## config.mk

```make
export PLATFORM = sky130hd
export DESIGN_NAME = length_prefixed_frame_deframer_unit
export DESIGN_NICKNAME = d
export VERILOG_FILES = /design/src/lpfd_pkg.sv /design/src/length_prefixed_frame_deframer_unit.sv /design/src/lpfd_in_reg.sv /design/src/lpfd_input_stage.sv /design/src/lpfd_parser.sv
export SDC_FILE = /design/constraint.sdc
export NUM_CORES = 1
export LEC_CHECK = 0
export BUFFER_PORTS_ARGS = -buffer_cell sky130_fd_sc_hd__buf_4
export CORE_MARGIN = 3
export CORE_UTILIZATION = 40
export CTS_BUF_LIST = sky130_fd_sc_hd__clkbuf_2
export CTS_CLUSTER_DIAMETER = 100
export DETAILED_ROUTE_END_ITERATION = 10
export SETUP_SLACK_MARGIN = 0.3
export SYNTH_ARGS = -nofsm -noshare
export SYNTH_HDL_FRONTEND = slang
export SYNTH_SLANG_ARGS = --single-unit
```

## constraint.sdc

```tcl
create_clock -name i_clk -period 2.14 [get_ports i_clk]
set_input_delay 0.321 -clock i_clk [delete_from_list [all_inputs] [get_ports i_clk]]
set_output_delay 0.321 -clock i_clk [all_outputs]
set_load 0.02 [all_outputs]
```

## src/lpfd_pkg.sv

```systemverilog
package lpfd_pkg;

    // session phases
    localparam logic [1:0] PH_HEADER  = 2'd0;
    localparam logic [1:0] PH_PAYLOAD = 2'd1;
    localparam logic [1:0] PH_CLOSED  = 2'd2;

    // result kinds
    localparam logic [1:0] KIND_DATA  = 2'd0;
    localparam logic [1:0] KIND_EMPTY = 2'd1;
    localparam logic [1:0] KIND_ERROR = 2'd2;

    // header bytes before the last one
    localparam logic [1:0] HDR_LAST_IDX = 2'd3;

    localparam logic [15:0] MAX_FIELD_RESET = 16'd1024;

    // one received byte held in the input register
    typedef struct packed {
        logic       valid;
        logic [7:0] data;
    } t_in_beat;

    // one result beat
    typedef struct packed {
        logic [1:0]  kind;
        logic [7:0]  payload;
        logic [15:0] id;
        logic        last;
    } t_result;

endpackage

```

## src/length_prefixed_frame_deframer_unit.sv

```systemverilog
// a byte passes through the input register and then the result register on its way to a result beat
// throughput: one byte per cycle while i_stall is low, set by the combinational parser between
// the input register and the result register
// reset (synchronous, active low): header phase, counters cleared,
// limit back to 1024; a closed session only reopens through reset
module length_prefixed_frame_deframer_unit
    import lpfd_pkg::*;
(
    input  logic        i_clk,
    input  logic        i_rst_n,
    // limit register
    input  logic        i_max_field_value_we,
    input  logic [15:0] i_max_field_value,
    // byte input
    input  logic        i_valid,
    output logic        o_stall,
    input  logic [7:0]  i_data_byte,
    // result output
    output logic        o_valid,
    input  logic        i_stall,
    output logic [1:0]  o_result_kind,
    output logic [7:0]  o_payload_byte,
    output logic [15:0] o_message_id,
    output logic        o_last_byte
);

    logic [15:0] r_limit;
    t_in_beat    w_beat;
    logic        w_advance;
    t_result     w_result;

    // user must change limit only while idle (unenforced); no shadowing
    always_ff @(posedge i_clk) begin
        if (!i_rst_n) begin
            r_limit <= MAX_FIELD_RESET;
        end else if (i_max_field_value_we) begin
            r_limit <= i_max_field_value;
        end
    end

    // input register, stalls only when the result register is blocked
    lpfd_input_stage u_input_stage (
        .i_clk       (i_clk),
        .i_rst_n     (i_rst_n),
        .i_valid     (i_valid),
        .i_data_byte (i_data_byte),
        .i_advance   (w_advance),
        .o_beat      (w_beat),
        .o_stall     (o_stall)
    );

    // header collection, limit check, payload counting and result register
    lpfd_parser u_parser (
        .i_clk     (i_clk),
        .i_rst_n   (i_rst_n),
        .i_limit   (r_limit),
        .i_beat    (w_beat),
        .i_stall   (i_stall),
        .o_advance (w_advance),
        .o_valid   (o_valid),
        .o_result  (w_result)
    );

    assign o_result_kind  = w_result.kind;
    assign o_payload_byte = w_result.payload;
    assign o_message_id   = w_result.id;
    assign o_last_byte    = w_result.last;

endmodule

```

## src/lpfd_in_reg.sv

```systemverilog
module lpfd_in_reg
    import lpfd_pkg::*;
(
    input  logic       i_clk,
    input  logic       i_rst_n,
    input  logic       i_load,
    input  logic [7:0] i_data_byte,
    input  logic       i_clear,
    output t_in_beat   o_beat
);

    logic       r_valid;
    logic [7:0] r_data;

    // a load wins over a clear in the same cycle
    always_ff @(posedge i_clk) begin
        if (!i_rst_n) begin
            r_valid <= 1'b0;
        end else if (i_load) begin
            r_valid <= 1'b1;
        end else if (i_clear) begin
            r_valid <= 1'b0;
        end
    end

    always_ff @(posedge i_clk) begin
        if (i_load) begin
            r_data <= i_data_byte;
        end
    end

    assign o_beat.valid = r_valid;
    assign o_beat.data  = r_data;

endmodule

```

## src/lpfd_input_stage.sv

```systemverilog
module lpfd_input_stage
    import lpfd_pkg::*;
(
    input  logic       i_clk,
    input  logic       i_rst_n,
    input  logic       i_valid,
    input  logic [7:0] i_data_byte,
    input  logic       i_advance,
    output t_in_beat   o_beat,
    output logic       o_stall
);

    logic w_take;

    // register frees up when the parser consumes its beat
    assign o_stall = o_beat.valid && !i_advance;
    assign w_take  = i_valid && !o_stall;

    lpfd_in_reg u_in_reg (
        .i_clk       (i_clk),
        .i_rst_n     (i_rst_n),
        .i_load      (w_take),
        .i_data_byte (i_data_byte),
        .i_clear     (i_advance),
        .o_beat      (o_beat)
    );

endmodule

```

## src/lpfd_parser.sv

```systemverilog
module lpfd_parser
    import lpfd_pkg::*;
(
    input  logic        i_clk,
    input  logic        i_rst_n,
    input  logic [15:0] i_limit,
    input  t_in_beat    i_beat,
    input  logic        i_stall,
    output logic        o_advance,
    output logic        o_valid,
    output t_result     o_result
);

    logic [1:0]  r_phase;
    logic [1:0]  r_hdr_cnt;
    logic [23:0] r_hdr_bytes;
    logic [15:0] r_cur_id;
    logic [15:0] r_remaining;
    logic        r_out_valid;
    t_result     r_out;

    logic [1:0]  n_phase;
    logic [1:0]  n_hdr_cnt;
    logic [23:0] n_hdr_bytes;
    logic [15:0] n_cur_id;
    logic [15:0] n_remaining;
    logic        w_emit;
    t_result     w_res;

    logic        w_out_ready;
    logic        w_fire;
    logic [15:0] w_id;
    logic [15:0] w_len;

    assign w_out_ready = !r_out_valid || !i_stall;
    assign o_advance   = w_out_ready;
    assign w_fire      = i_beat.valid && w_out_ready;

    assign w_id  = r_hdr_bytes[23:8];
    assign w_len = {r_hdr_bytes[7:0], i_beat.data};

    always_comb begin
        n_phase     = r_phase;
        n_hdr_cnt   = r_hdr_cnt;
        n_hdr_bytes = r_hdr_bytes;
        n_cur_id    = r_cur_id;
        n_remaining = r_remaining;
        w_emit      = 1'b0;
        w_res       = '0;
        unique case (r_phase)
            PH_HEADER: begin
                if (r_hdr_cnt != HDR_LAST_IDX) begin
                    n_hdr_bytes = {r_hdr_bytes[15:0], i_beat.data};
                    n_hdr_cnt   = r_hdr_cnt + 2'd1;
                end else begin
                    n_cur_id    = w_id;
                    n_hdr_cnt   = '0;
                    n_hdr_bytes = '0;
                    w_emit      = 1'b1;
                    w_res.id    = w_id;
                    if ((w_id > i_limit) || (w_len > i_limit)) begin
                        n_phase     = PH_CLOSED;
                        n_remaining = '0;
                        w_res.kind  = KIND_ERROR;
                    end else if (w_len == 16'd0) begin
                        n_remaining = '0;
                        w_res.kind  = KIND_EMPTY;
                    end else begin
                        n_phase     = PH_PAYLOAD;
                        n_remaining = w_len;
                        w_emit      = 1'b0;
                    end
                end
            end
            PH_PAYLOAD: begin
                n_remaining   = r_remaining - 16'd1;
                w_emit        = 1'b1;
                w_res.kind    = KIND_DATA;
                w_res.payload = i_beat.data;
                w_res.id      = r_cur_id;
                w_res.last    = (r_remaining == 16'd1);
                if (r_remaining == 16'd1) begin
                    n_phase = PH_HEADER;
                end
            end
            default: begin
                // closed, and the unused code, swallow everything
            end
        endcase
    end

    always_ff @(posedge i_clk) begin
        if (!i_rst_n) begin
            r_phase     <= PH_HEADER;
            r_hdr_cnt   <= '0;
            r_hdr_bytes <= '0;
            r_cur_id    <= '0;
            r_remaining <= '0;
            r_out_valid <= 1'b0;
        end else begin
            if (w_fire) begin
                r_phase     <= n_phase;
                r_hdr_cnt   <= n_hdr_cnt;
                r_hdr_bytes <= n_hdr_bytes;
                r_cur_id    <= n_cur_id;
                r_remaining <= n_remaining;
            end
            if (w_out_ready) begin
                r_out_valid <= w_fire && w_emit;
            end
        end
    end

    always_ff @(posedge i_clk) begin
        if (w_out_ready) begin
            r_out <= w_res;
        end
    end

    assign o_valid  = r_out_valid;
    assign o_result = r_out;

endmodule
```

==> metrics.txt <==
max cap viols=0; die area=14,800 sq um; starting density of the core=41.6%; Clock transition at path regs=between 0.15 and 0.2 ns; Overflow after GRT=0; post-synth top area share=between 20% and 30%; TritonRoute pass-1 iters=5; Setup Crit Path Kind=reg2reg; post-DR wirelength/cell=approximately 16 um; worst r2r dst=u_parser.o_result[25]; Slew Viols, Final=0; first-pass GRT wire length=23,200 um; Num Clock Sinks=113; sequential area share after synthesis=48.9%; Final Instance Count excl. Fillers=895; Slew HR=67.0%; main area contributors after synthesis=dfxtp_1, edfxtp_1, ha_1, a21oi_1, nor2_1; initial antenna violation count=0; pre-CTS setup slack=-0.161 ns; post-layout util=a little under three fifths; Leak=0.00304 uW; pin count of the biggest net entering global routing=59; Vias=4,755; startpoint types=flip-flop; Synth Flop Type=dfxtp_1; post-route ant nets=0; reg2reg setup slack=-0.17 ns; Period minus WS final=2.31 ns; Setup WS post-layout=-0.174 ns; Hold Path Depth=3; failing checks=negative setup slack; commonest cells in the netlist=a21oi_1, dfxtp_1, nor2_1, nand2_1; register bit total from synthesis=between 100 and 150; number of nets in the layout=slightly below 800; DRC=0; Syn Nets=634; # setup viols final=21; H-tree levels=4; DPL Wire Length=10,100 um; CTS max path bufs=2; YS warnings=0; Yosys top cell by area=dfxtp_1; GRT Util Overall=20.4%; Worst Skew=about 0.019 ns; total CTS buffers=17; Cell variety after synth=43; hold endpoint=r_limit[3]; RSZ-0062 raised after global routing=true; via/cell ratio=5.31; Async S/R FF share, synth=0%; Fmax=0.432 GHz; Tot Pwr=approximately 4200 uW; GP Congestion=0.877; IO Count=58; Fin Setup TNS=-2.30 ns; Max VDD drop=~270 uV; vias in the first global route=~4,600; worst-path fanout max=10; Cell Pwr Density=582 nW/um^2; WP data arrival=2.80 ns; area grow syn2layout=35.9%; HP Start=i_max_field_value_we; r2r worst-path depth=9; Critical Path End Type=flip-flop; Mapped Cells=570; Post-synth EDFFs=35; fin crit share=108%; DRC violation total after the first TritonRoute iteration=476; reg2reg start=u_input_stage.u_in_reg.r_data[7]; routed wire length=about 15,000 um; most common cell in the netlist=a21oi_1; outcome=finished, violations left; Slew @ Worst Pin=0.495 ns; CTS root buf=clkbuf_2; Hold Crit Class=in2reg; share of cells above drive strength 1=29.9%; core area=about 13,000 sq um; Die Y=between 100 and 150 um; Mapped Area=5340 sq um; placed cells=826; Hold Vio Cnt, Final=0; Mapped Avg Cell Area=9.37 sq um; CTS tree=yes; clk_lat worst skew=0.70 ns; # diodes=0; Worst Path Required=2.63 ns; Die X-Extent=around 120 um; Rows=between 40 and 50; IO buf count=57
## registers in the layout, indices dropped and copies added, names as in the netlist
signal	count
u_parser.r_phase	2
u_input_stage.u_in_reg.r_data	8
u_parser.r_hdr_cnt	2
u_input_stage.u_in_reg.r_valid	1
u_parser.o_result	27
u_parser.o_valid	1
u_parser.r_hdr_bytes	24
r_limit	16
u_parser.r_remaining	16
u_parser.r_cur_id	16
## layer usage
metal / GRT usage (%) / wire length, um / vias up
li1: - / - / 2330
met1: 27.3 / 6690 / 2239
met2: 31.8 / 6770 / 158
met3: 5.01 / 902 / 28
met4: 7.91 / 291 / 0
met5: 0 / 0 / -
## stage by stage
stage	instance area, sq um	hold WS (ns)
after floorplan	5390	0.420
after global placement	6380	0.441
after detailed placement	6380	0.446
after CTS	6960	0.0139
after global routing	7260	0.0117
final	7260	0.0632
## cells in the final DEF (no fill, tap or decap), drive strengths merged, types with 2 or more instances in the layout
cell type,n
clkinvlp,3
clkinv,9
nor4,8
edfxtp,35
xnor2,2
a21oi,81
o211ai,5
a221oi,2
dfxtp,78
buf,126
nand3,14
nand4,14
ha,35
o21ai,17
xor2,6
nor2b,6
clkbuf,20
nor3,11
mux2i,16
and3,2
a31oi,4
dlygate4sd3,29
a22o,16
nor3b,25
nand3b,2
inv,25
or4,4
nor2,60
and2,7
a211oi,2
nand2,48
## cells by family (layout without fill, tap and decap cells)
| kind of cell | count (synthesis) | after routing | share of synthesized area, % |
|---|---|---|---|
| AOI/OAI and AO/OA | 135 | 135 | 15.0 |
| xor gates and xnor gates | 8 | 8 | 1.31 |
| adders and majority gates | 35 | 35 | 8.20 |
| buffers and inverters | 60 | 213 | 4.38 |
| DFF | 113 | 113 | 48.9 |
| muxes | 16 | 16 | 3.00 |
| and+or+nand+nor | 203 | 203 | 19.2 |
## critical path: stages (launching register included)
cell and delay (ns):
edfxtp_1 0.47, ha_4 0.30, buf_4 0.10, nand4_1 0.13
a2111o_1 0.42, o211ai_1 0.12, a211oi_2 0.10, buf_6 0.16
buf_16 0.15, and3_4 0.14
## area by class of cell
| cell class | instances | area (sq um) |
|---|---|---|
| inverters | 25 | 93.8 |
| fillers | 1145 | 5570 |
| clock inverters | 13 | 115 |
| flip-flops and latches | 113 | 2630 |
| multi-input cells | 397 | 2790 |
| repair buffers | 156 | 1320 |
| well taps | 172 | 215 |
| clock buffers | 19 | 95.1 |
## repair_timing
| action | in CTS | in global routing |
|---|---|---|
| pin swaps | 1 | 9 |
| gates cloned | 1 | 1 |
| hold endpoints to repair | 36 | 1 |
| hold buffers | 28 | 1 |
| buffers inserted | 2 | 4 |
| setup endpoints to repair | 22 | 38 |
| resized for setup | 10 | 46 |
## how the worst max path moves through the flow
stage | from | end | slack [ns]
finish | u_input_stage.u_in_reg.r_data[7] | u_parser.o_result[25] | -0.17
global route | r_limit[10] | u_parser.r_remaining[1] | -0.27
CTS | u_input_stage.u_in_reg.r_data[1] | u_parser.r_remaining[1] | -0.18
detailed placement | u_input_stage.u_in_reg.r_data[7] | u_parser.r_remaining[1] | -0.16
global placement | u_input_stage.u_in_reg.r_data[3] | u_parser.r_phase[1] | -0.10
floorplan | u_input_stage.u_in_reg.r_data[2] | u_parser.r_phase[1] | 0.08
## power breakdown
group	internal, uW	switching, uW	leakage, uW
combinational	334	322	0.00186
clock	426	861	0.000128
sequential	2250	35.4	0.00105
Note: power is estimated with default switching activity, not from simulation.
